<file path="config.mk">
export PLATFORM = sky130hd
export DESIGN_NAME = dos_mul
export DESIGN_NICKNAME = d
export VERILOG_FILES = /design/src/hdl/dos_pkg.sv /design/src/hdl/dos_mul.sv
export SDC_FILE = /design/constraint.sdc
export NUM_CORES = 2
export LEC_CHECK = 0
export ABC_AREA = 0
export BUFFER_PORTS_ARGS = -buffer_cell sky130_fd_sc_hd__buf_2
export CAP_MARGIN = 20
export CELL_PAD_IN_SITES_DETAIL_PLACEMENT = 2
export CELL_PAD_IN_SITES_GLOBAL_PLACEMENT = 2
export CORE_ASPECT_RATIO = 2
export CORE_MARGIN = 8
export CORE_UTILIZATION = 35
export DETAILED_ROUTE_END_ITERATION = 12
export PLACE_DENSITY_LB_ADDON = 0.12
export SYNTH_ARGS = -nofsm -noshare
export SYNTH_HDL_FRONTEND = slang
export SYNTH_SLANG_ARGS = --single-unit
</file>
<file path="constraint.sdc">
create_clock -name clock -period 10.2 [get_ports clock]
set_input_delay 0.51 -clock clock [delete_from_list [all_inputs] [get_ports clock]]
set_output_delay 0.51 -clock clock [all_outputs]
set_load 0.005 [all_outputs]
</file>
<file path="src/hdl/dos_pkg.sv">
// Shared types and constants for the differential-drive odometry step unit.
package dos_pkg;

   localparam int MUL_W  = 34;
   localparam int PROD_W = 2 * MUL_W;
   localparam int TRIG_W = 34;
   localparam int NUM_W  = 66;
   localparam int DEN_W  = 46;
   localparam int CSR_IDX_W = 3;

   localparam logic [1:0] CMD_STEP     = 2'd0;
   localparam logic [1:0] CMD_READ     = 2'd1;
   localparam logic [1:0] CMD_SET_POSE = 2'd2;

   localparam logic [CSR_IDX_W-1:0] REG_SPEED_MIN = 3'd0;
   localparam logic [CSR_IDX_W-1:0] REG_SPEED_MAX = 3'd1;
   localparam logic [CSR_IDX_W-1:0] REG_TURN_MIN  = 3'd2;
   localparam logic [CSR_IDX_W-1:0] REG_TURN_MAX  = 3'd3;

   // Radians per second times seconds to binary angle units, scaled by 2^32.
   localparam logic [MUL_W-1:0] TURN_TO_BAM = 34'd683565276;
   localparam logic [TRIG_W-1:0] CORDIC_GAIN = 34'd652032874;

   localparam logic [29:0] ATAN_BAM [32] = '{
      30'd536870912, 30'd316933406, 30'd167458907, 30'd85004756, 30'd42667331,
      30'd21354465, 30'd10679838, 30'd5340245, 30'd2670163, 30'd1335087,
      30'd667544, 30'd333772, 30'd166886, 30'd83443, 30'd41722, 30'd20861,
      30'd10430, 30'd5215, 30'd2608, 30'd1304, 30'd652, 30'd326, 30'd163,
      30'd81, 30'd41, 30'd20, 30'd10, 30'd5, 30'd3, 30'd1, 30'd1, 30'd0
   };

   typedef struct packed {
      logic [TRIG_W-1:0] sin_val;
      logic [TRIG_W-1:0] cos_val;
   } trig_type;

endpackage

</file>
<file path="src/hdl/dos_mul.sv">
// Shared signed multiplier with a registered product.
module dos_mul (
   input  logic                       clock,
   input  logic [dos_pkg::MUL_W-1:0]  op_a,
   input  logic [dos_pkg::MUL_W-1:0]  op_b,
   output logic [dos_pkg::PROD_W-1:0] product
);
   import dos_pkg::*;

   logic signed [MUL_W-1:0] sa, sb;
   logic [PROD_W-1:0] prod_ff;
   logic [PROD_W-1:0] prod_in;

   assign sa = op_a;
   assign sb = op_b;
   // Both operands are signed, so the full-width product is sign extended.
   assign prod_in = sa * sb;

   always_ff @(posedge clock) begin
      prod_ff <= prod_in;
   end

   assign product = prod_ff;
endmodule

</file>
; Word level (Yosys, flattened, before mapping)
; Cells that the tools add are included.
[totals]
ff_bits = 68
elab_cells = 2
[op_classes]
n_mul = 1
[ops]
columns = op, n
row1 = $mul 34x34->68, 1

; Logic depth before layout (Yosys ltp)
[depth]
word_depth = 1
ltp_mapped = 31
mapped_depth_nobuf = 29

; Worst setup path after synthesis
; No wires, ideal clock.
[synth_timing]
path_type = input -> register
from = input op_a[33] (netlist bit)
to = register prod_ff[61], in the netlist product[61]
slack_ps = 2308
arrival_ps = 7820
t_required_ps = 10128
stages = 23
n_path_buf = 2
setup_ps = 72
cell_sequence = clkbuf_1 -> nand2_1 -> inv_1 -> fa_1 -> fa_1 -> fa_1 -> fa_1 -> fa_1 -> fa_1 -> fa_1 -> fa_1 -> ha_1 -> clkbuf_1 -> a21oi_1 -> o21bai_1 -> a21oi_1 -> o21ai_0 -> and2_1 -> o41a_1 -> o21ba_2 -> a21o_1 -> a21oi_2 -> xnor2_1
[synth_via]
elab_chain_len = 1
[synth_lines]
columns = item, line
row1 = "start, declared", dos_mul.sv:4  ; input logic [dos_pkg::MUL_W-1:0] op_a,
row2 = $mul 34x34->68, dos_mul.sv:17  ; assign prod_in = sa * sb;
row3 = named net prod_in[61], dos_mul.sv:12  ; logic [PROD_W-1:0] prod_in;
row4 = "end signal, assigned", dos_mul.sv:20  ; prod_ff <= prod_in;
row5 = "end, declared", dos_mul.sv:11  ; logic [PROD_W-1:0] prod_ff;
; The timed path passes the listed nets, and every way through them passes these cells.

; Worst setup path in the final report
[layout_timing]
from = input op_a[33] (netlist bit)
to = register prod_ff[67], in the netlist product[67]
; Same word-level chain as after synthesis.

==> run summary <==
IO Count: 137
Synth Flop Type: dfxtp_1
number of flops mapped to enable cells by yosys: 0
max FFs per register: 68
First DRT Iteration DRCs: 1132
initial antenna violation count: 17
first-pass GRT wire length: 260000 microns
Hold Crit Depth: 3
Tcrit/Tclk final: 89.6%
final-report hold violation count: 0
Initial Util: 35.2%
RSZ-0062 raised after global routing: false
Critical Path Start Type: primary input
Core ar.: 0.123 sq mm
DRC violations left: 0
most common cell in the synthesized netlist: fa_1
Syn-to-layout area delta: 6.36%
Hold Buf Count CTS: 0
Worst path max stage delay: 890 ps
vias per cell: 5.07
final setup violation count: 0
CTS buffer count: 9
TritonCTS clock tree: done
post-route core utilization: 37.4%
hold path startpoint: op_a[0]
H-tree depth: 3
critical path class: in -> reg
mean instance size in the synthesized netlist: 9.43 sq um
Fin Setup TNS: 0 ps
Slew @ Worst Pin: 990 ps
WHS Endpoint: product[0]
largest net degree at the start of global routing: 35
chip width: 264 microns
Max clock buf depth: 2
top cells by area, synth: fa_1 58%, inv_1 11%, and2_1 9.1%, ha_1 5.9%, nand2_1 4.8%
flops & latches, synth: 68
layout cells sized above 1: 5.93%
input/output buffers: 136
HP Class: in -> reg
top post-synthesis cells by count: 1241 x fa_1, 1235 x inv_1, 625 x and2_1
total grt overflow: 0
Fmax achieved: 109 MHz
Root Buffer: clkbuf_16
net count after synthesis: 6092
number of library cell types mapped by synthesis: 73
most used cell, CP: fa_1
Cell Area, Synth: 0.0432 sq mm
total wire length: 180000 microns
Max Cap Viol: 0
status: finished clean
post-synthesis sequential area ratio: 3.15%
Placer Congestion: 0.867
Synth area leader: fa_1
CP arrival: 9380 ps
Resized cells post-CTS: 0
Worst Path Max Fanout: 34
clock sink count: 68
Max-slew headroom: 33.5%
DR vias: 31.2k
Total GRT Usage: 27.0%
Crit. End Element: flip-flop
post-synth top area share: 57.6%
register clock-pin slew on the reported worst setup and hold paths: 80 ps
Die Y: 513 microns
Setup Fix Bufs, Post-CTS: 0
post-synthesis async set-or-reset flop share: 0%
drt first pass iters: 4
Final Critical Period: 9140 ps
fin. max-slew vios: 0
drt wl/cell: 29.3 microns
Final #Nets: 6099
post-DP HPWL: 157000 microns
Post-Synthesis Cells: 4578
Yosys warnings: 0
number of global-route vias before repair: 39.5k
required time of the critical path: 10450 ps
row count: 182
post-route ant nets: 0
die area: 0.136 sq mm
CP max-delay cell: fa_2
-- stage by stage --
step | area (sq um) | hold WS [ps] | setup WS, ps | instances
4_1_cts | 45900 | 897 | 1050 | 6154
3_5_place_dp | 45600 | 895 | 649 | 6138
2_1_floorplan | 43200 | 637 | 2310 | 4578
6_report | 45900 | 927 | 1060 | 6161
5_1_grt | 45900 | 899 | 768 | 6154
3_3_place_gp | 45600 | 890 | 770 | 6138
-- worst max-delay path by stage --
stage | startpoint | to | slack, ps | depth (start not counted)
5_1_grt | op_a[33] | product[67] | 770 | 25
3_3_place_gp | op_a[33] | product[67] | 770 | 25
3_5_place_dp | op_a[33] | product[67] | 650 | 25
4_1_cts | op_a[33] | product[67] | 1050 | 25
2_1_floorplan | op_a[33] | product[61] | 2310 | 23
6_report | op_a[33] | product[67] | 1060 | 25
-- logic make-up after synthesis --
group                    Yosys count  synth area share (%)
buffers and inverters           1467                  12.9
AO/OA/AOI/OAI                    211                  3.41
flip-flops                        68                  3.15
XOR/XNOR                          77                  1.56
adder cells (fa/ha/maj)         1445                  63.5
AND/OR/NAND/NOR                 1310                  15.5
-- cell type report --
cell class / count / area, sq um
repair buffers: 227 / 1380
clock buffers: 9 / 225
multi-input cells: 3043 / 36300
inverters: 1236 / 4640
fillers: 13522 / 76800
well taps: 1564 / 1960
flip-flops and latches: 68 / 1360
clock inverters: 7 / 82.6
diodes: 7 / 17.5
-- cells in the final DEF, fill, tap and decap left out, drive strengths merged, types with 20 or more instances in the layout --
cell,instances
nor2,55
fa,1241
xor2,20
inv,1239
o21ai,38
nand2,550
ha,204
a21o,37
and2,625
buf,227
dfxtp,68
a21oi,59
xnor2,57
-- worst max-delay path, delay by kind of cell --
| kind | cells | cell delay (ps) |
|---|---|---|
| buf+inv | 6 | 1270 |
| compound gates | 4 | 1620 |
| fa+ha+maj | 9 | 4750 |
| simple gates | 5 | 1050 |
| xor+xnor | 1 | 90 |
-- metal layers --
| layer | vias up | track usage (%) | wire [microns] |
|---|---|---|---|
| li1 | 12901 | - | - |
| met1 | 17038 | 21.0 | 47600 |
| met2 | 772 | 55.5 | 107000 |
| met3 | 529 | 2.11 | 3530 |
| met4 | 4 | 26.5 | 22700 |
| met5 | - | 0 | 26 |
Power is not shown: default switching activity piles up to over one toggle a cycle in this logic, so the estimate is an artifact.
