==> config.mk <==
export PLATFORM = sky130hd
export DESIGN_NAME = dos_div
export DESIGN_NICKNAME = d
export VERILOG_FILES = /design/src/hdl/dos_pkg.sv /design/src/hdl/dos_div.sv
export SDC_FILE = /design/constraint.sdc
export NUM_CORES = 1
export LEC_CHECK = 0
export BUFFER_PORTS_ARGS = -buffer_cell sky130_fd_sc_hd__buf_4
export CORE_ASPECT_RATIO = 2
export CORE_MARGIN = 4
export CORE_UTILIZATION = 25
export CTS_BUF_LIST = sky130_fd_sc_hd__clkbuf_4
export DETAILED_ROUTE_END_ITERATION = 6
export PLACE_DENSITY = 0.42
export SETUP_SLACK_MARGIN = 0.2
export SYNTH_ARGS = -nofsm -noshare
export SYNTH_HDL_FRONTEND = slang
export SYNTH_SLANG_ARGS = --single-unit
==> constraint.sdc <==
create_clock -name clock -period 7 [get_ports clock]
set_input_delay 0.35 -clock clock [delete_from_list [all_inputs] [get_ports clock]]
set_output_delay 0.35 -clock clock [all_outputs]
set_load 0.01 [all_outputs]
==> src/hdl/dos_pkg.sv <==
// Shared types and constants for the differential-drive odometry step unit.
package dos_pkg;

   localparam int MUL_W  = 34;
   localparam int PROD_W = 2 * MUL_W;
   localparam int TRIG_W = 34;
   localparam int NUM_W  = 66;
   localparam int DEN_W  = 46;
   localparam int CSR_IDX_W = 3;

   localparam logic [1:0] CMD_STEP     = 2'd0;
   localparam logic [1:0] CMD_READ     = 2'd1;
   localparam logic [1:0] CMD_SET_POSE = 2'd2;

   localparam logic [CSR_IDX_W-1:0] REG_SPEED_MIN = 3'd0;
   localparam logic [CSR_IDX_W-1:0] REG_SPEED_MAX = 3'd1;
   localparam logic [CSR_IDX_W-1:0] REG_TURN_MIN  = 3'd2;
   localparam logic [CSR_IDX_W-1:0] REG_TURN_MAX  = 3'd3;

   // Radians per second times seconds to binary angle units, scaled by 2^32.
   localparam logic [MUL_W-1:0] TURN_TO_BAM = 34'd683565276;
   localparam logic [TRIG_W-1:0] CORDIC_GAIN = 34'd652032874;

   localparam logic [29:0] ATAN_BAM [32] = '{
      30'd536870912, 30'd316933406, 30'd167458907, 30'd85004756, 30'd42667331,
      30'd21354465, 30'd10679838, 30'd5340245, 30'd2670163, 30'd1335087,
      30'd667544, 30'd333772, 30'd166886, 30'd83443, 30'd41722, 30'd20861,
      30'd10430, 30'd5215, 30'd2608, 30'd1304, 30'd652, 30'd326, 30'd163,
      30'd81, 30'd41, 30'd20, 30'd10, 30'd5, 30'd3, 30'd1, 30'd1, 30'd0
   };

   typedef struct packed {
      logic [TRIG_W-1:0] sin_val;
      logic [TRIG_W-1:0] cos_val;
   } trig_type;

endpackage

==> src/hdl/dos_div.sv <==
// Restoring divider, one quotient bit per cycle, signed low word result.
module dos_div (
   input  logic                      clock,
   input  logic                      reset,
   input  logic                      start,
   input  logic [dos_pkg::NUM_W-1:0] dividend,
   input  logic [dos_pkg::DEN_W-1:0] divisor,
   input  logic                      negate,
   output logic                      busy,
   output logic [31:0]               quotient
);
   import dos_pkg::*;

   localparam int CNT_W = $clog2(NUM_W);

   logic             busy_ff, busy_in;
   logic [CNT_W-1:0] cnt_ff, cnt_in;
   logic [NUM_W-1:0] quo_ff, quo_in;
   logic [DEN_W-1:0] rem_ff, rem_in;
   logic [DEN_W-1:0] den_ff, den_in;
   logic             neg_ff, neg_in;
   logic [DEN_W:0]   rem_sh;
   logic [DEN_W+1:0] trial;

   assign rem_sh = {rem_ff, quo_ff[NUM_W-1]};
   assign trial  = {1'b0, rem_sh} - {2'b00, den_ff};

   always_comb begin
      busy_in = busy_ff;
      cnt_in  = cnt_ff;
      quo_in  = quo_ff;
      rem_in  = rem_ff;
      den_in  = den_ff;
      neg_in  = neg_ff;
      if (start) begin
         busy_in = 1'b1;
         cnt_in  = '0;
         quo_in  = dividend;
         rem_in  = '0;
         den_in  = divisor;
         neg_in  = negate;
      end else if (busy_ff) begin
         // The dividend shifts out at the top while quotient bits fill the bottom.
         if (!trial[DEN_W+1]) begin
            rem_in = trial[DEN_W-1:0];
         end else begin
            rem_in = rem_sh[DEN_W-1:0];
         end
         quo_in = {quo_ff[NUM_W-2:0], ~trial[DEN_W+1]};
         cnt_in = cnt_ff + 1'b1;
         if (cnt_ff == CNT_W'(NUM_W - 1)) begin
            busy_in = 1'b0;
         end
      end
   end

   always_ff @(posedge clock) begin
      if (reset) begin
         busy_ff <= 1'b0;
         cnt_ff  <= '0;
      end else begin
         busy_ff <= busy_in;
         cnt_ff  <= cnt_in;
      end
      quo_ff <= quo_in;
      rem_ff <= rem_in;
      den_ff <= den_in;
      neg_ff <= neg_in;
   end

   assign busy     = busy_ff;
   assign quotient = neg_ff ? (32'd0 - quo_ff[31:0]) : quo_ff[31:0];
endmodule

* Yosys cells after proc, flatten, opt, wreduce, memory -nomap -nowiden
Index checks and enable logic that the tools add are counted.
** Word-level totals
- Register bits :: 167
** Operators by class
- Add/sub/neg operators :: 3
- Eq/ne operators :: 1
- Muxes and demuxes :: 7
- Bitwise operators :: 1
- Reductions and logical operators :: 2
** Operators with widths (number)
- $mux W66 :: 2
- $sub A47 B46 Y48 :: 1
- $mux W46 :: 1
- $mux W32 :: 1
- $sub A1 B32 Y32 const A :: 1
- $add A7 B1 Y7 const B :: 1
- $eq A7 B7 Y1 const B :: 1
- $mux W1 :: 3
- $reduce_bool A2 Y1 :: 1
- $reduce_or A2 Y1 :: 1
- $not A1 Y1 :: 1

* Depth between registers and ports, before layout
Gate-level depths: netlist of the first run.
- Depth in word-level cells :: 4
- Mapped depth :: 15
- Depth with buffers taken out :: 14

* Worst setup path after synthesis of the first run
No wires, ideal clock.
- Path kind :: register -> output
- Start point :: reg quo_ff[0]
- End point :: out quotient[28]
- Data arrival time :: 2.968 ns
- Required time :: 6.650 ns
- Path slack :: 3.682 ns
- Stages on the path, launching flop included :: 11
- Path buffers :: 0
- Cells stage by stage :: edfxtp_1 inv_1 ha_1 nand2b_1 nand2b_1 or4_4 or3_4 or4_4 or4_4 o31ai_2 xnor2_1
** Between the ends
- Cells in the longest elaborated chain, start to end :: 2
** Ends and longest elaborated chain
- start, declared :: line dos_div.sv:18 : logic [NUM_W-1:0] quo_ff, quo_in;
- start signal, assigned :: line dos_div.sv:65 : quo_ff <= quo_in;
- $sub A1 B32 Y32 :: line dos_div.sv:72 : assign quotient = neg_ff ? (32'd0 - quo_ff[31:0]) : quo_ff[31:0];
- $mux W32 :: line dos_div.sv:72
- end, declared :: line dos_div.sv:10 : output logic [31:0] quotient
Every way passes these cells.

* Final worst setup path of the first run
- Start point :: reg rem_ff[11]
- End point :: reg rem_ff[10]
** Between the ends
- Cells in the longest elaborated chain, start to end :: 2
** Ends and longest elaborated chain
- start, declared :: line dos_div.sv:19 : logic [DEN_W-1:0] rem_ff, rem_in;
- start signal, assigned :: line dos_div.sv:66 : rem_ff <= rem_in;
- $sub A47 B46 Y48 :: line dos_div.sv:26 : assign trial = {1'b0, rem_sh} - {2'b00, den_ff};
- $mux W46 :: line dos_div.sv:44 : if (!trial[DEN_W+1]) begin
Every way passes these cells.
A chain may end at the register's enable or synchronous reset.

==> results.sh, run 1 <==
export IMPL_dpl_cell_area_um2=11500
export IMPL_fin_hold_ws_ns=0.119
export IMPL_drive_gt1_share_pct=22.6
export IMPL_drt_iter0_drc=278
export IMPL_nets=1376
export IMPL_cp_required_ns=7.53
export IMPL_drc=0
export IMPL_skew_ns=0.0208
export IMPL_slowest_stage="o31a_1"
export IMPL_grt_pass1_vias=8303
export IMPL_critical_path_depth=11
export IMPL_cts_root_buf="clkbuf_4"
export IMPL_ys_async_sr_fraction_pct=0
export IMPL_synth_seq_cells=167
export IMPL_fin_crit_ns=4.42
export IMPL_critPathKind="flip-flop to flip-flop"
export IMPL_holdPathStages=1
export IMPL_r2r_cells=11
export IMPL_crit_path_max_incr_delay_ns=0.94
export IMPL_drtPass1Iterations=4
export IMPL_via_count=8032
export IMPL_die_w_um=148
export IMPL_postSynthAreaPerCell_um2=10.1
export IMPL_avgViaCountPerCell=4.61
export IMPL_max_vdd_ir_drop_mv=0.0896
export IMPL_area_growth_pct=31.3
export IMPL_fin_crit_sh_pct=63.1
export IMPL_synthFlopType="edfxtp_1"
export IMPL_power_density_nw_per_um2=203
export IMPL_cts_tree="done"
export IMPL_hpwlAfterDp_um=20500
export IMPL_tns_ns=0
export IMPL_gr_total_overflow=0
export IMPL_die_y_um=289
export IMPL_drtAntennaViolNets=0
export IMPL_cts_buffer_depth=2
export IMPL_layout_common_cells="buf_4, nand2_1, dlygate4sd3_1"
export IMPL_postCtsSetupBuffers=0
export IMPL_worst_slew_pin_slew_ns=1.12
export IMPL_cts_clk_slew_worst_paths_ns=0.16
export IMPL_relSlewSlack_pct=25.0
export IMPL_design_die_area_um2=42800
export IMPL_crit_fanout=27
export IMPL_cp_end_kind="flip-flop"
export IMPL_yosys_warnings=0
export IMPL_status="finished clean"
export IMPL_drv_slew=0
export IMPL_hold_viol_final=0
export IMPL_crit_chain="ha_1 > a21o_1 > a211o_1 > a21oi_1 > o21ai_0 > a21oi_1 > o41a_1 > o31a_1 > buf_4 > a21oi_1 > a211oi_1"
export IMPL_critPathLaunchType="flip-flop"
export IMPL_fp_row_count=102
export IMPL_antenna_found_initial=1
export IMPL_start_util_pct=25.4
export IMPL_hold_class="input port to flip-flop"
export IMPL_syn_area_um2=9840
export IMPL_grt_setup_unrepaired="false"
export IMPL_crit_family="compound AO/OA/AOI/OAI gates"
export IMPL_ys_seq_area_share_pct=45.5
export IMPL_total_power_mw=2.63
export IMPL_wl_per_cell_um=16.0
export IMPL_layout_commonest_cell="buf_4"
export IMPL_clk_latency_ns=0.62
export IMPL_design_area_um2=12900
export IMPL_syn_inst=971
export IMPL_core_area_um2=38800
export IMPL_cts_buffers=17
export IMPL_synth_edf_count=113
export IMPL_h_tree_depth=4
export IMPL_grt_pass1_wl_um=43900
export IMPL_fmax_mhz=226
export IMPL_cp_common_cell="a21oi_1"
export IMPL_syn_num_nets=1137
export IMPL_crit_arrival_ns=4.95
export IMPL_utilization_pct=33.3
export IMPL_gp_congestion=0.842
export IMPL_maxCapViolations=0
export IMPL_grtUsageTotal_pct=13.0
export IMPL_totalWireLength_um=27800
export IMPL_yosysUniqueCellTypes=60
export IMPL_p_leak_nw=5.12
export IMPL_setup_violations=0
export IMPL_fillers=4112
export IMPL_port_buffers=148
export IMPL_cts_sink_count=167
export IMPL_path_buf_inv=1
export IMPL_grt_max_degree=74
export IMPL_io_pins=149
[timing repair]
action	in CTS	in global routing
hold endpoints to repair	118	0
gates resized for setup	0	0
endpoints found under the setup margin	0	0
hold buffers	114	0
[state kept, by name, indices dropped and copies added, names as in the netlist]
register  flops
cnt_ff        7
quo_ff       66
busy          1
den_ff       46
rem_ff       46
neg_ff        1
[per-stage QoR]
stage | setup WS (ns) | std cells
2_1_floorplan | 3.68 | 971
3_3_place_gp | 2.65 | 1597
3_5_place_dp | 2.59 | 1597
4_1_cts | 2.52 | 1743
5_1_grt | 2.22 | 1744
6_report | 2.58 | 1744
[final timing paths]
check / from / to / slack [ns]
min reg2reg: cnt_ff[6] / cnt_ff[6] / 0.50
max: rem_ff[11] / rem_ff[10] / 2.58
min: start / den_ff[28] / 0.12
max reg2reg: rem_ff[11] / rem_ff[10] / 2.58
[cells in the mapped netlist, drive strengths merged (3+ instances only)]
library cell,instances,share of area (%)
nand2b,8,0.51
xor2,14,1.2
a21o,23,1.8
a311oi,30,2.7
a21oi,53,2.7
buf,14,0.76
mux2,67,7.7
inv,57,2.2
or4,10,1.0
or3,9,0.72
xnor2,59,5.2
o211ai,5,0.38
o31ai,18,1.5
a41oi,4,0.36
dfxtp,54,11
and2,3,0.19
o21bai,7,0.53
nand2,118,4.5
mux2i,5,0.51
nor2b,5,0.32
edfxtp,113,34
a211oi,6,0.46
nor2,73,2.8
o21ai,42,2.1
o21a,8,0.61
nand3,8,0.41
nor3b,5,0.38
ha,49,6.2
nor4,5,0.47
a31oi,8,0.51
o41ai,5,0.52
clkbuf,35,1.3
nor3,9,0.46
nand4,15,0.95
or2,3,0.19
[layout make-up]
class / instances / area, um^2 / share of cell area, %
well taps: 520 / 651 / 5.03
inverters: 57 / 214 / 1.66
diodes: 1 / 2.50 / 0.0194
multi-input cells: 698 / 4960 / 38.4
clock buffers: 17 / 128 / 0.988
repair buffers: 269 / 2310 / 17.9
flip-flops and latches: 167 / 4480 / 34.6
clock inverters: 15 / 184 / 1.42
[cells by family after synthesis]
group / share of synthesized area [%]
compound gates: 15.8
mux: 8.17
simple gates: 13.4
xor+xnor: 6.50
fa+ha+maj: 6.43
flops: 45.5
buf+inv: 4.27
[where the power goes]
group	switching (mW)	internal [mW]
logic	0.402	0.361
clock network	0.412	0.228
registers	0.0686	1.15
total	0.882	1.74
[layer usage]
metal  share of wire [%]  up-vias  GRT usage, %  wire length, um
met5                   0        -             0                0
met4                 2.3        0          4.49              654
met3                 3.0       27          2.45              823
met2                  57      150          26.0            15900
met1                  38     3825          13.3            10500
li1                    -     4030             -                -
Note: power is estimated with default switching activity, not from simulation.
==> run 2: changes to the inputs <==
- ABC_AREA: default -> 1
- PLACE_DENSITY: 0.42 -> 0.43
- clock period: 7 -> 4.01 ns (I/O delays scaled with it)
==> results.sh, run 2 <==
export IMPL_status="finished clean"
export IMPL_reg_largest_list="quo_ff: 66 flops, den_ff: 46 flops, rem_ff: 46 flops"
export IMPL_p_int_mw=2.77
export IMPL_drv_slew=0
export IMPL_cts_resized=0
export IMPL_largest_register="quo_ff"
export IMPL_io_pins=149
export IMPL_port_buffers=148
export IMPL_clk_latency_ns=0.67
export IMPL_die_y_um=312
export IMPL_total_power_mw=3.97
export IMPL_p_switching_mw=1.20
export IMPL_max_vdd_ir_drop_mv=0.217
export IMPL_design_die_area_um2=49900
export IMPL_die_w_um=160
export IMPL_hold_class="input port to flip-flop"
export IMPL_fmax_mhz=315
export IMPL_utilization_pct=32.1
export IMPL_largest_reg_flops=66
export IMPL_yosysUniqueCellTypes=37
export IMPL_gr_total_overflow=0
export IMPL_syn_area_um2=11500
export IMPL_h_tree_depth=4
export IMPL_via_count=11200
export IMPL_grt_setup_unrepaired="false"
export IMPL_gp_congestion=0.930
export IMPL_fillers=5092
export IMPL_cp_end_kind="primary output"
export IMPL_skew_ns=0.0327
export IMPL_syn_inst=1690
export IMPL_cts_buffers=17
export IMPL_p_leak_nw=7.41
export IMPL_relSlewSlack_pct=55.0
export IMPL_critPathKind="flip-flop to primary output"
export IMPL_core_area_um2=45800
export IMPL_synthDominantCellAreaShare_pct=29.4
export IMPL_drt_iter0_drc=444
export IMPL_drc=0
export IMPL_hpwlAfterDp_um=32800
export IMPL_yosysTopAreaCell="edfxtp_1"
export IMPL_synth_most_common_cell="nand2_1"
export IMPL_fin_crit_sh_pct=79.1
export IMPL_grtUsageTotal_pct=16.8
export IMPL_syn_num_nets=1856
export IMPL_tns_ns=0
export IMPL_cp_required_ns=3.81
export IMPL_synth_edf_count=113
export IMPL_power_density_nw_per_um2=270
export IMPL_cts_clk_slew_worst_paths_ns=0.16
export IMPL_drtAntennaViolNets=0
export IMPL_hold_viol_final=0
export IMPL_yosys_warnings=0
export IMPL_maxCapViolations=0
export IMPL_start_util_pct=25.2
export IMPL_layout_commonest_cell="nand2_1"
export IMPL_reg2reg_slack_ns=1.01
export IMPL_postCtsSetupBuffers=0
export IMPL_grt_max_degree=73
export IMPL_synth_common_cells="nand2_1, inv_1, edfxtp_1"
export IMPL_fp_row_count=111
export IMPL_cts_sink_count=167
export IMPL_avgViaCountPerCell=4.44
export IMPL_postSynthAreaPerCell_um2=6.83
export IMPL_layout_common_cells="nand2_1, inv_1, buf_4"
export IMPL_wl_per_cell_um=16.6
export IMPL_worst_slew_pin_slew_ns=0.676
export IMPL_nets=2103
export IMPL_area_growth_pct=27.2
export IMPL_synth_seq_cells=167
export IMPL_critPathLaunchType="flip-flop"
export IMPL_p_comb_share_pct=20.7
export IMPL_p_clk_share_pct=28.4
export IMPL_antenna_found_initial=2
export IMPL_p_sw_share_pct=30.3
export IMPL_drtPass1Iterations=5
export IMPL_ys_seq_area_share_pct=38.7
export IMPL_cts_tree="done"
export IMPL_synthTopCellsByArea="edfxtp_1, nand2_1, inv_1"
export IMPL_synthFlopType="edfxtp_1"
export IMPL_cts_root_buf="clkbuf_4"
export IMPL_cts_buffer_depth=2
export IMPL_fin_crit_ns=3.17
export IMPL_setup_violations=0
export IMPL_grt_pass1_wl_um=64500
export IMPL_crit_fanout=3
export IMPL_crit_arrival_ns=2.97
export IMPL_totalWireLength_um=41800
export IMPL_grt_pass1_vias=11900
export IMPL_ys_async_sr_fraction_pct=0
export IMPL_drive_gt1_share_pct=11.8
export IMPL_p_seq_share_pct=51.0
## run 2: cell count changes after synthesis, moves of 15 or more
cell      before  now
xnor2_1       59   14
nand4_1       15   53
xor2_1        14   35
nand2_1      118  609
a311oi_1      30    0
inv_1         57  318
nand3_1        8  108
o31ai_1       15    0
mux2_2        67    0
a21o_1        23    1
o21ai_1        1   25
nor2_1        73  106
## run 2: worst max-delay path: stages, from the launching register on
cell and delay (ns):
edfxtp_1 0.44, inv_1 0.11, ha_1 0.18, nand3_1 0.11, nor2_1 0.17, nand3_1 0.11
nor2_1 0.27, nand3_1 0.19, o21ai_0 0.30, nand2_1 0.11, xor2_1 0.16, buf_4 0.15
## run 2: power groups by stage
| stage | Combinational (mW) | Sequential, mW | Clock [mW] |
|---|---|---|---|
| global placement | 0.749 | 2.06 | 0 |
| floorplan | 0.405 | 2.05 | 0 |
| global route | 0.915 | 2.04 | 1.24 |
| CTS | 0.840 | 2.02 | 1.19 |
| finish | 0.820 | 2.02 | 1.13 |
| detailed placement | 0.745 | 2.06 | 0 |
## run 2: cell families (layout without fill, tap and decap cells)
family,after synthesis,after routing,synth area share (%)
buffers and inverters,377,636,12.7
XOR/XNOR,49,49,3.72
AO/OA/AOI/OAI,125,125,5.84
AND/OR/NAND/NOR,922,922,33.5
adder cells (fa/ha/maj),50,50,5.48
flip-flops,167,167,38.7
other,0,3,0
## run 2: repair_timing
action | in CTS | in global routing
setup endpoints to repair | 0 | 0
hold buffers | 114 | 0
endpoints found under the hold margin | 121 | 0
## run 2: final cells by class
| class | instances | area, um^2 | share of cell area, % |
|---|---|---|---|
| Multi-Input combinational cell | 1146 | 5620 | 38.2 |
| Sequential cell | 167 | 4470 | 30.5 |
| Timing Repair Buffer | 273 | 2350 | 16.0 |
| Inverter | 332 | 1250 | 8.49 |
| Tap cell | 565 | 707 | 4.81 |
| Clock inverter | 13 | 154 | 1.05 |
| Clock buffer | 18 | 135 | 0.920 |
| Antenna cell | 3 | 7.51 | 0.0511 |
## run 2: metal layers
| layer | up-vias | track usage (%) | routed length (um) |
|---|---|---|---|
| met5 | - | 0 | 0 |
| met4 | 0 | 10.2 | 2560 |
| met3 | 88 | 2.07 | 1050 |
| met2 | 242 | 34.4 | 24300 |
| met1 | 5089 | 15.1 | 13900 |
| li1 | 5761 | - | - |
## run 2: final timing paths
| path | end | cells past startpoint | from |
|---|---|---|---|
| min | den_ff[11] | 1 | start |
| max reg2reg | rem_ff[40] | 16 | quo_ff[65] |
| max | quotient[28] | 11 | quo_ff[0] |
| min reg2reg | rem_ff[30] | 2 | rem_ff[30] |
## run 2: stage by stage
stage	hold WS [ns]	instance area [um^2]	setup WS, ns	cells
floorplan	0.270	11500	0.644	1690
global placement	0.378	13300	0.966	2369
detailed placement	0.380	13300	0.941	2369
CTS	0.00330	14700	0.737	2514
global route	0.0138	14700	0.517	2516
finish	0.0592	14700	0.838	2517
