File: src/hdl/dos_pkg.sv
// Shared types and constants for the differential-drive odometry step unit.
package dos_pkg;

   localparam int MUL_W  = 34;
   localparam int PROD_W = 2 * MUL_W;
   localparam int TRIG_W = 34;
   localparam int NUM_W  = 66;
   localparam int DEN_W  = 46;
   localparam int CSR_IDX_W = 3;

   localparam logic [1:0] CMD_STEP     = 2'd0;
   localparam logic [1:0] CMD_READ     = 2'd1;
   localparam logic [1:0] CMD_SET_POSE = 2'd2;

   localparam logic [CSR_IDX_W-1:0] REG_SPEED_MIN = 3'd0;
   localparam logic [CSR_IDX_W-1:0] REG_SPEED_MAX = 3'd1;
   localparam logic [CSR_IDX_W-1:0] REG_TURN_MIN  = 3'd2;
   localparam logic [CSR_IDX_W-1:0] REG_TURN_MAX  = 3'd3;

   // Radians per second times seconds to binary angle units, scaled by 2^32.
   localparam logic [MUL_W-1:0] TURN_TO_BAM = 34'd683565276;
   localparam logic [TRIG_W-1:0] CORDIC_GAIN = 34'd652032874;

   localparam logic [29:0] ATAN_BAM [32] = '{
      30'd536870912, 30'd316933406, 30'd167458907, 30'd85004756, 30'd42667331,
      30'd21354465, 30'd10679838, 30'd5340245, 30'd2670163, 30'd1335087,
      30'd667544, 30'd333772, 30'd166886, 30'd83443, 30'd41722, 30'd20861,
      30'd10430, 30'd5215, 30'd2608, 30'd1304, 30'd652, 30'd326, 30'd163,
      30'd81, 30'd41, 30'd20, 30'd10, 30'd5, 30'd3, 30'd1, 30'd1, 30'd0
   };

   typedef struct packed {
      logic [TRIG_W-1:0] sin_val;
      logic [TRIG_W-1:0] cos_val;
   } trig_type;

endpackage

File: src/hdl/dos_cordic.sv
// Rotation-mode CORDIC on a binary angle, one micro-rotation per cycle.
module dos_cordic #(
   parameter int STEPS = 16
) (
   input  logic                clock,
   input  logic                reset,
   input  logic                start,
   input  logic [31:0]         angle,
   output logic                busy,
   output dos_pkg::trig_type   trig
);
   import dos_pkg::*;

   localparam int CNT_W = (STEPS > 1) ? $clog2(STEPS) : 1;

   logic              busy_ff, busy_in;
   logic [CNT_W-1:0]  cnt_ff, cnt_in;
   logic [1:0]        quad_ff, quad_in;
   logic [TRIG_W-1:0] cx_ff, cx_in, cy_ff, cy_in;
   logic [32:0]       z_ff, z_in;
   logic [4:0]        idx;
   logic [TRIG_W-1:0] tx, ty;
   logic [32:0]       atan_ext;

   assign idx      = 5'(cnt_ff);
   assign tx       = TRIG_W'($signed(cy_ff) >>> idx);
   assign ty       = TRIG_W'($signed(cx_ff) >>> idx);
   assign atan_ext = {3'b000, ATAN_BAM[idx]};

   always_comb begin
      busy_in = busy_ff;
      cnt_in  = cnt_ff;
      quad_in = quad_ff;
      cx_in   = cx_ff;
      cy_in   = cy_ff;
      z_in    = z_ff;
      if (start) begin
         busy_in = 1'b1;
         cnt_in  = '0;
         quad_in = angle[31:30];
         cx_in   = CORDIC_GAIN;
         cy_in   = '0;
         z_in    = {3'b000, angle[29:0]};
      end else if (busy_ff) begin
         if (!z_ff[32]) begin
            cx_in = cx_ff - tx;
            cy_in = cy_ff + ty;
            z_in  = z_ff - atan_ext;
         end else begin
            cx_in = cx_ff + tx;
            cy_in = cy_ff - ty;
            z_in  = z_ff + atan_ext;
         end
         cnt_in = cnt_ff + 1'b1;
         if (cnt_ff == CNT_W'(STEPS - 1)) begin
            busy_in = 1'b0;
         end
      end
   end

   always_ff @(posedge clock) begin
      if (reset) begin
         busy_ff <= 1'b0;
         cnt_ff  <= '0;
      end else begin
         busy_ff <= busy_in;
         cnt_ff  <= cnt_in;
      end
      quad_ff <= quad_in;
      cx_ff   <= cx_in;
      cy_ff   <= cy_in;
      z_ff    <= z_in;
   end

   // The remainder angle was below a quarter turn; the quadrant rotates the result.
   always_comb begin
      unique case (quad_ff)
         2'd0: begin
            trig.cos_val = cx_ff;
            trig.sin_val = cy_ff;
         end
         2'd1: begin
            trig.cos_val = TRIG_W'(0) - cy_ff;
            trig.sin_val = cx_ff;
         end
         2'd2: begin
            trig.cos_val = TRIG_W'(0) - cx_ff;
            trig.sin_val = TRIG_W'(0) - cy_ff;
         end
         default: begin
            trig.cos_val = cy_ff;
            trig.sin_val = TRIG_W'(0) - cx_ff;
         end
      endcase
   end

   assign busy = busy_ff;
endmodule

File: config.mk
export PLATFORM = sky130hd
export DESIGN_NAME = dos_cordic
export DESIGN_NICKNAME = d
export VERILOG_FILES = /design/src/hdl/dos_pkg.sv /design/src/hdl/dos_cordic.sv
export SDC_FILE = /design/constraint.sdc
export NUM_CORES = 1
export LEC_CHECK = 0
export BUFFER_PORTS_ARGS = -buffer_cell sky130_fd_sc_hd__buf_4
export CAP_MARGIN = 20
export CORE_ASPECT_RATIO = 1.75
export CORE_MARGIN = 3
export CORE_UTILIZATION = 45
export CTS_CLUSTER_SIZE = 40
export DETAILED_ROUTE_END_ITERATION = 6
export HOLD_SLACK_MARGIN = 0.12
export PLACE_DENSITY = 0.75
export SYNTH_ARGS = -nofsm -noshare
export SYNTH_HDL_FRONTEND = slang
export SYNTH_SLANG_ARGS = --single-unit
File: constraint.sdc
create_clock -name clock -period 6.2 [get_ports clock]
set_input_delay 0.31 -clock clock [delete_from_list [all_inputs] [get_ports clock]]
set_output_delay 0.31 -clock clock [all_outputs]
set_load 0.005 [all_outputs]
# After elaboration in Yosys (flattened, before gate mapping)
# Memory sizes are Yosys's and may differ from the RTL's.
# Index checks and enable logic that the tools add are counted.
# word_totals
register_bits	108
latchBits	0
ram_bits	0
romBits	960
input_bits	35
out_inout_bits	69
word_cells	38
memories	1
# classes
n_addsub	9
multipliers	0
div	0
magnitude_cmp	1
n_eq_ne	3
shift	2
mux	11
bitwise_logic	1
n_reduce_logical	3
# memory_table
memory	words	width	read_ports	rd_ports_with_merged_regs	write_ports	line	source
(name not given)	32	30	1	0	0	dos_cordic.sv:28	assign atan_ext = {3'b000, ATAN_BAM[idx]};
# ops
cell	count
case mux 68 bit (3 select lines)	1
2-to-1 mux 30 bit	4
adder 34 bit	2
2-to-1 mux 34 bit	2
>>> shifter 34 x 4 -> 34 bit	2
subtractor 1 x 34 -> 34 bit (first input constant)	2
subtractor 34 bit	2
adder 33 x 30 -> 33 bit	1
2-to-1 mux 33 bit	1
subtractor 33 x 30 -> 33 bit	1
greater-or-equal comparator 6 bit (second input constant)	1
NOT 4 -> 6 bit	1
adder 4 x 1 -> 4 bit (second input constant)	1
equality test 4 bit (second input constant)	1
2-to-1 mux 1 bit	3
equality test 2 x 1 -> 1 bit (second input constant)	1
equality test 2 bit (second input constant)	1
logical NOT 2 bit	1
nonzero test 2 bit	1
OR reduction 2 bit	1

# Depth between registers and ports, before layout
# Gate-level depths: netlist (run 1).
# depth
ltp_word	8
depth_mapped	28
ltp_nobuf	24

# Least setup slack after synthesis (run 1)
# Ideal clock, no wire load.
# synth_timing
path_kind	register to register
from	register cnt_ff[0]
to	register z_ff[26], data pin
setup_time_ns	0.135
arrival_ns	5.766
required_time_ns	6.065
setup_slack_ns	0.299
stages_incl_launch_ff	27
n_path_buf	4
synth_period_minus_slack_ns	5.901
path_cell_list	dfxtp_1 -> buf_2 -> clkinv_1 -> buf_4 -> clkbuf_1 -> clkbuf_1 -> ha_1 -> o21ai_0 -> a21oi_1 -> a31oi_1 -> ha_1 -> o2111a_1 -> nor3b_1 -> nand2_1 -> o21ai_0 -> xnor2_1 -> ha_1 -> nand2_1 -> o21ai_0 -> a221o_1 -> a21o_1 -> o2111ai_1 -> a31oi_1 -> a21o_1 -> a21oi_1 -> or4b_2 -> nand3_1
# synth_via
elab_chain_len	8
elab_cells_between_ends	9
classes_between	2 x add/sub; 5 x mux; 1 x bitwise; 1 x memory
# synth_lines
item	line	source
start: declaration	dos_cordic.sv:17	logic [CNT_W-1:0] cnt_ff, cnt_in;
start signal: assignment	dos_cordic.sv:67	cnt_ff <= cnt_in;
NOT 4 -> 6 bit (implied by the code) (*)	dos_cordic.sv:28	
memory (32 x 30 bit) (*)	--	
2-to-1 mux 30 bit (implied by the code) (*) (2 in series)	dos_cordic.sv:28	
subtractor 33 x 30 -> 33 bit or adder 33 x 30 -> 33 bit (tied branches)	dos_cordic.sv:48, dos_cordic.sv:52	
2-to-1 mux 33 bit (*)	dos_cordic.sv:45	if (!z_ff[32]) begin
2-to-1 mux 30 bit (*)	dos_cordic.sv:44	end else if (busy_ff) begin
2-to-1 mux 30 bit (*)	dos_cordic.sv:37	if (start) begin
via z_in[26]	dos_cordic.sv:20	logic [32:0] z_ff, z_in;
end signal: assignment	dos_cordic.sv:72	z_ff <= z_in;
end: declaration	dos_cordic.sv:20	
# The timed path passes the listed nets; every way through them passes the cells marked *. The select of a mux whose other input is x is not followed.
# A chain may end at the register's enable or synchronous reset.

# Worst setup path after layout (run 1)
# layout_timing
from	register cnt_ff[1]
to	register cy_ff[29]
# layout_via
elab_chain_len	3
elab_cells_between_ends	4
classes_between	2 x add/sub; 1 x shift; 1 x mux
# layout_lines
item	line	source
>>> shifter 34 x 4 -> 34 bit (*)	dos_cordic.sv:27	assign ty = TRIG_W'($signed(cx_ff) >>> idx);
adder 34 bit or subtractor 34 bit (tied branches)	dos_cordic.sv:47, dos_cordic.sv:51	
2-to-1 mux 34 bit (*)	dos_cordic.sv:45	
end signal: assignment	dos_cordic.sv:71	cy_ff <= cy_in;
end: declaration	dos_cordic.sv:19	logic [TRIG_W-1:0] cx_ff, cx_in, cy_ff, cy_in;
# Mark *: on every way between the ends. The rest lies on a longest branch, timed or not.

==> metrics, run 1 <==
Worst-path clk slew 0.08 ns; Total Power 11.2 mW; TritonCTS clock tree yes; clock skew about 0.022 ns; Cells after DPL 2800; routing usage on met2 0.529; CTS Buffer Depth 2; Final Hold Fails 0; Layout fillers ~3800; gr usage total 0.321; DP HPWL 52500 µm; Chip Width 157 µm; YS warnings 0; Mapped Nets 2447; fin. max-slew vios 0; worst hold path depth 3; DR WL/cell 24.5 µm; library cells used by synthesis 91; outcome finished clean; mean post-synth cell area 7.79 µm²; io pins about 100; Remaining Overflow, GRT 0; CP Class reg -> reg; clk_lat worst skew 0.40 ns; Clock Sinks 108; Initial Util 0.456; initial antenna violation count 3; number of max-cap violations 0; Pre-antenna DRT Iters 6; GR peak layer met2; Critical Path Start Type flip-flop; reg2reg path depth 19; Max Clock Freq 171 MHz; crit path DAT 6.14 ns; GRT met1 Usage 0.303; average vias per placed instance 6.50; CTS HTree Levels 3; GR Util met3 0.0797; period utilisation layout 0.946; layout cells sized above 1 0.153; worst slew pin tran approximately 1.1 ns; mapped cell area 0.0179 mm²; WL final 69400 µm; remaining antenna violation count 0; setup tns final 0 ns; final setup slack of the worst path 0.337 ns; port bufs 103; CP Max Fanout 46; gp weighted congestion 1.07; die area between 0.04 and 0.05 mm²; num rows 96; Yosys reg bits 108; number of synthesized flops with an enable pin 32; Max VDD drop 247 µV; ys async rst share 0; clk root buf clkbuf_16; first-pass GRT wire length 105000 µm; WP data required 6.48 ns; # setup viols final 0; Seq/Total Area, Yosys 0.139; Synth Flop Type dfxtp_1; TritonCTS Buffers 9; DRC 0; Pwr Density about 570 mW/mm²; dpl ws 0.432 ns; via count 18400; Final nets 2478; Detailed Route Iter0 Violations 1746; area of the core about 0.039 mm²; Slew headroom 0.237; Leak Pwr 8.02 nW; largest net degree at the start of global routing 92; vias in the first global route 18400; Crit. End Element flip-flop; Cells after Synth between 2000 and 2500; Hold Path Class in -> reg; worst reg-to-reg setup slack roughly 0.34 ns; Final min period 5.86 ns; fin cells 2828; die height 270 µm; P&R area growth vs syn 9.11%
per-stage QoR:
| step | instance area (µm²) | util | hold WS, ns |
|---|---|---|---|
| after global routing | 19500 | 0.497 | 0.193 |
| final | 19500 | 0.497 | 0.174 |
| after detailed placement | 19100 | 0.488 | 0.473 |
| after floorplan | 17900 | - | 0.382 |
| after global placement | 19100 | 0.488 | 0.474 |
| after CTS | 19500 | 0.495 | 0.167 |
sequential cells by signal (all words and copies together), names as in the netlist:
| signal | count |
|---|---|
| busy | 1 |
| cnt_ff | 4 |
| cx_ff | 34 |
| cy_ff | 34 |
| quad_ff | 2 |
| z_ff | 33 |
metal layers:
metal	wire, µm	share of wire	up-vias
met2	33000	0.48	959
li1	-	-	8435
met5	13	0.00019	-
met4	9190	0.13	2
met1	22100	0.32	8570
met3	5120	0.074	425
where the power goes:
group	internal, mW	switching, mW
combinational	3.96	5.04
sequential	1.02	0.550
clock	0.279	0.337
total	5.26	5.93
layout make-up:
cell class | count | area [µm²] | share of cell area
repair buffers | 196 | 1540 | 0.0787
multi-input cells | 1967 | 14400 | 0.738
inverters | 47 | 176 | 0.00903
clock buffers | 10 | 229 | 0.0117
clock inverters | 6 | 47.5 | 0.00243
diodes | 4 | 10.0 | 0.000512
well taps | 490 | 613 | 0.0314
flip-flops and latches | 108 | 2500 | 0.128
critical path: stages (launching register included):
cell and delay [ns]:
dfxtp_4 0.44, buf_12 0.27, mux4_1 0.66, mux2_2 0.32, a221oi_2 0.37, buf_4 0.20
o2111ai_1 0.18, nor4b_2 0.49, a21oi_1 0.16, xor2_1 0.18, ha_1 0.36, a21oi_1 0.19
a21boi_0 0.11, nor2_1 0.21, o21ai_0 0.23, o311ai_0 0.37, a21oi_1 0.15, o31a_1 0.28
or3_1 0.31, a32o_1 0.24
Yosys cell counts, types with 7 or more instances:
cell type | number | area share
inv_1 | 44 | 0.0092
nand4_1 | 15 | 0.0052
nand2b_1 | 40 | 0.014
nand3_1 | 39 | 0.011
ha_1 | 111 | 0.078
mux4_1 | 14 | 0.021
or3_1 | 14 | 0.0049
mux2_2 | 49 | 0.031
buf_2 | 10 | 0.0028
nor3_1 | 49 | 0.014
mux4_2 | 59 | 0.074
a21oi_1 | 187 | 0.052
xnor2_1 | 177 | 0.087
nand2_1 | 257 | 0.054
mux2i_1 | 103 | 0.058
a21o_1 | 60 | 0.025
or2_2 | 15 | 0.0052
a211oi_1 | 16 | 0.0067
a22o_1 | 8 | 0.0039
nand3b_1 | 7 | 0.0029
buf_1 | 27 | 0.0057
o21ai_0 | 170 | 0.048
nor3b_1 | 8 | 0.0034
clkbuf_1 | 112 | 0.023
a21boi_0 | 12 | 0.0050
dfxtp_1 | 76 | 0.085
o21a_1 | 12 | 0.0050
and2_1 | 14 | 0.0049
o21bai_1 | 16 | 0.0067
edfxtp_1 | 32 | 0.054
nor4_1 | 10 | 0.0035
xor2_1 | 84 | 0.041
buf_6 | 12 | 0.0075
nor2_1 | 207 | 0.043
and3_1 | 16 | 0.0056
buf_4 | 8 | 0.0034
nor2b_1 | 21 | 0.0073
a31oi_1 | 41 | 0.014
a41oi_1 | 8 | 0.0039
o31ai_1 | 17 | 0.0071
cells by family after synthesis:
kind of cell               Yosys count  share of synthesized area
and+or+nand+nor                    743                      0.196
AOI/OAI and AO/OA                  622                      0.215
xor gates and xnor gates           261                      0.128
muxes                              227                      0.185
buffers and inverters              223                     0.0565
adders and majority gates          114                     0.0809
DFF                                108                      0.139
layout by cell type, fill, tap and decap left out, types with 6 or more instances in the layout:
cell       netlist  routed
o211ai_1         6       6
nor2b_1         21      21
mux2i_1        103     103
ha_1           111     111
o31ai_1         17      17
dfxtp_1         76      70
and2_1          14      14
nand2b_1        40      40
mux4_2          59      59
edfxtp_1        32      32
nor3_1          49      49
nor3b_1          8       8
a31oi_1         41      41
nor2_1         207     207
nand3b_1         7       7
o2111ai_1        6       6
nand2_1        257     257
xnor2_1        177     177
inv_1           44      43
a21o_1          60      60
and3_1          16      16
mux4_1          14      14
a21oi_1        187     187
o21a_1          12      12
nor4_1          10      10
nand4_1         15      15
mux2_2          49      49
a22o_1           8       8
a21boi_0        12      10
nand3_1         39      39
o21ai_0        170     170
or3_1           14      14
a41oi_1          8       8
or2_2           15      15
xor2_1          84      84
clkbuf_16        0       9
o21bai_1        16      16
a211oi_1        16      16
buf_4            8     186
timing repair:
| action | in CTS | in global routing |
|---|---|---|
| gates resized for setup | 0 | 4 |
| hold endpoints to repair | 6 | 0 |
| buffers inserted | 0 | 2 |
| setup endpoints to repair | 0 | 3 |
| hold buffers | 3 | 0 |
final timing paths:
kind | to | from
hold / removal | z_ff[22] | angle[22]
setup / recovery | cy_ff[29] | cnt_ff[1]
setup reg to reg | cy_ff[29] | cnt_ff[1]
hold reg to reg | z_ff[30] | z_ff[30]
Note: power is estimated with default switching activity, not from simulation.
==> inputs of run 2 (changes only) <==
--- a/config.mk
+++ b/config.mk
@@ -12,8 +12,9 @@
 export CORE_UTILIZATION = 45
 export CTS_CLUSTER_SIZE = 40
 export DETAILED_ROUTE_END_ITERATION = 6
+export GPL_ROUTABILITY_DRIVEN = 0
 export HOLD_SLACK_MARGIN = 0.12
-export PLACE_DENSITY = 0.75
+export PLACE_DENSITY = 0.68
 export SYNTH_ARGS = -nofsm -noshare
 export SYNTH_HDL_FRONTEND = slang
 export SYNTH_SLANG_ARGS = --single-unit
==> constraint.sdc (replaced) <==
create_clock -name clock -period 7.6 [get_ports clock]
set_input_delay 0.38 -clock clock [delete_from_list [all_inputs] [get_ports clock]]
set_output_delay 0.38 -clock clock [all_outputs]
set_load 0.005 [all_outputs]
==> metrics, run 2 (synthesis gave the netlist of run 1 again) <==
outcome finished, violations left; failing checks DRC; Layout fillers 3846; Total Power 8.85 mW; R2R Path Start cnt_ff[1]; CP cell instances inv_2, ha_1, o21ai_0, a21oi_1, a31oi_1, ha_1, o2111a_1, nor3b_1, nand2_1, o21ai_0, xnor2_1, ha_1, a21o_1, a21oi_1, o21bai_1, a2111oi_0, o41ai_1, a21oi_1, o21ai_0, a21oi_1, xor2_1, o21ai_0; crit path DAT roughly 7 ns; worst hold path depth 1; CTS Buffer Depth 2; worst reg-to-reg setup slack 0.70 ns; r2r endpoint z_ff[29]; clk root buf clkbuf_16; Remaining Overflow, GRT 0; io pins roughly 100; CP delay by family, top compound AO/OA/AOI/OAI gates; Hold Path End quad_ff[0]; Chip Width 157 µm; die area between 0.04 and 0.05 mm²; Cells after DPL 2760; P&R area growth vs syn 6.97%; Hold Startpoint angle[30]; Leak Pwr between 7 and 8 nW; Regs by FF count cx_ff x34, cy_ff x34, z_ff x33; Finished Core Util 0.488; Crit. End Element flip-flop; Crit-path slowest cell dfxtp_4; # setup viols final 0; Initial Util 0.456; worst path bufs/invs 1; setup bufs post-CTS 0; most frequent cells in the layout 257 x nand2_1, 207 x nor2_1, 187 x a21oi_1; Final nets 2430; storage element area 0.00250 mm²; area of the core 0.0393 mm²; num rows 96; dpl ws 0.889 ns; DP HPWL about 48000 µm; vias in the first global route roughly 18000; final setup slack of the worst path 0.696 ns; DRC 2; clk_lat worst skew 0.39 ns; CP Max Fanout 57; layout cells sized above 1 0.136; TritonCTS Buffers 9; CTS resizes 0; via count ~18000; worst slew pin tran roughly 0.93 ns; commonest non-fill, non-tap cell in the layout nand2_1; Slew headroom 0.376; fin. max-slew vios 0; Final min period 6.90 ns; CTS HTree Levels 3; Pre-antenna DRT Iters 7; Hold Path Class in -> reg; TritonCTS clock tree yes; gr usage total 0.289; Detailed Route Iter0 Violations 1508; remaining antenna violation count 0; Multi-input gate area roughly 0.014 mm²; fin cells 2777; Clock Sinks 108; port bufs 103; Worst-path clk slew 0.08 ns; Hold Buf Count CTS 0; reg2reg path depth 22; average vias per placed instance 6.46; Final Hold Fails 0; unrepaired setup endpoints after global routing false; Critical Path Start Type flip-flop; period utilisation layout 0.908; Pwr Density between 400 and 500 mW/mm²; number of max-cap violations 0; DR WL/cell between 20 and 25 µm; initial antenna violation count 1; Slowest Stage Delay on Critical Path 0.94 ns; first-pass GRT wire length between 90000 and 100000 µm; Max VDD drop 228 µV; clock skew ~0.013 ns; WL final 63000 µm; WP data required 7.70 ns; setup tns final 0 ns; Max Clock Freq 145 MHz; CP Class reg -> reg; largest net degree at the start of global routing 92; die height between 200 and 300 µm
-- run 2: cell count changes in the layout (fill, tap and decap cells not counted), sizes merged --
cell          delta
buf             -44
clkbuf           +3
diode            -3
dlygate4sd3      -3
inv              -3
bufinv           +1
clkinv           -1
dlymetal6s2s     -1
-- run 2: cell type report --
class / instances / share of cell area
multi-input cells: 1967 / 0.752
flip-flops and latches: 108 / 0.131
repair buffers: 148 / 0.0597
well taps: 490 / 0.0320
clock buffers: 13 / 0.0137
inverters: 47 / 0.00921
clock inverters: 3 / 0.00229
diodes: 1 / 0.000131
-- run 2: worst max-delay path by stage --
stage | end | cells after the start | startpoint
floorplan | z_ff[26] | 26 | cnt_ff[0]
global placement | cx_ff[33] | 20 | cnt_ff[1]
detailed placement | cx_ff[33] | 20 | cnt_ff[1]
finish | z_ff[29] | 22 | cnt_ff[1]
global route | z_ff[29] | 22 | cnt_ff[1]
CTS | cx_ff[33] | 20 | cnt_ff[1]
-- run 2: power by group --
part	internal (mW)	leakage [nW]	switching [mW]
registers	0.832	0.954	0.492
clock network	0.278	0.148	0.245
logic	3.11	6.67	3.88
-- run 2: stage by stage --
stage	instance area [µm²]	hold slack, ns
3_3_place_gp	18800	0.472
6_report	19200	0.166
2_1_floorplan	17900	0.452
4_1_cts	19100	0.154
5_1_grt	19100	0.159
3_5_place_dp	18800	0.476
-- run 2: layer usage --
metal,up-vias,track usage,part of all wire
met3,359,0.0542,0.072
met5,-,0.00833,0.00064
li1,8348,-,-
met4,2,0.276,0.12
met1,8358,0.287,0.33
met2,862,0.489,0.48
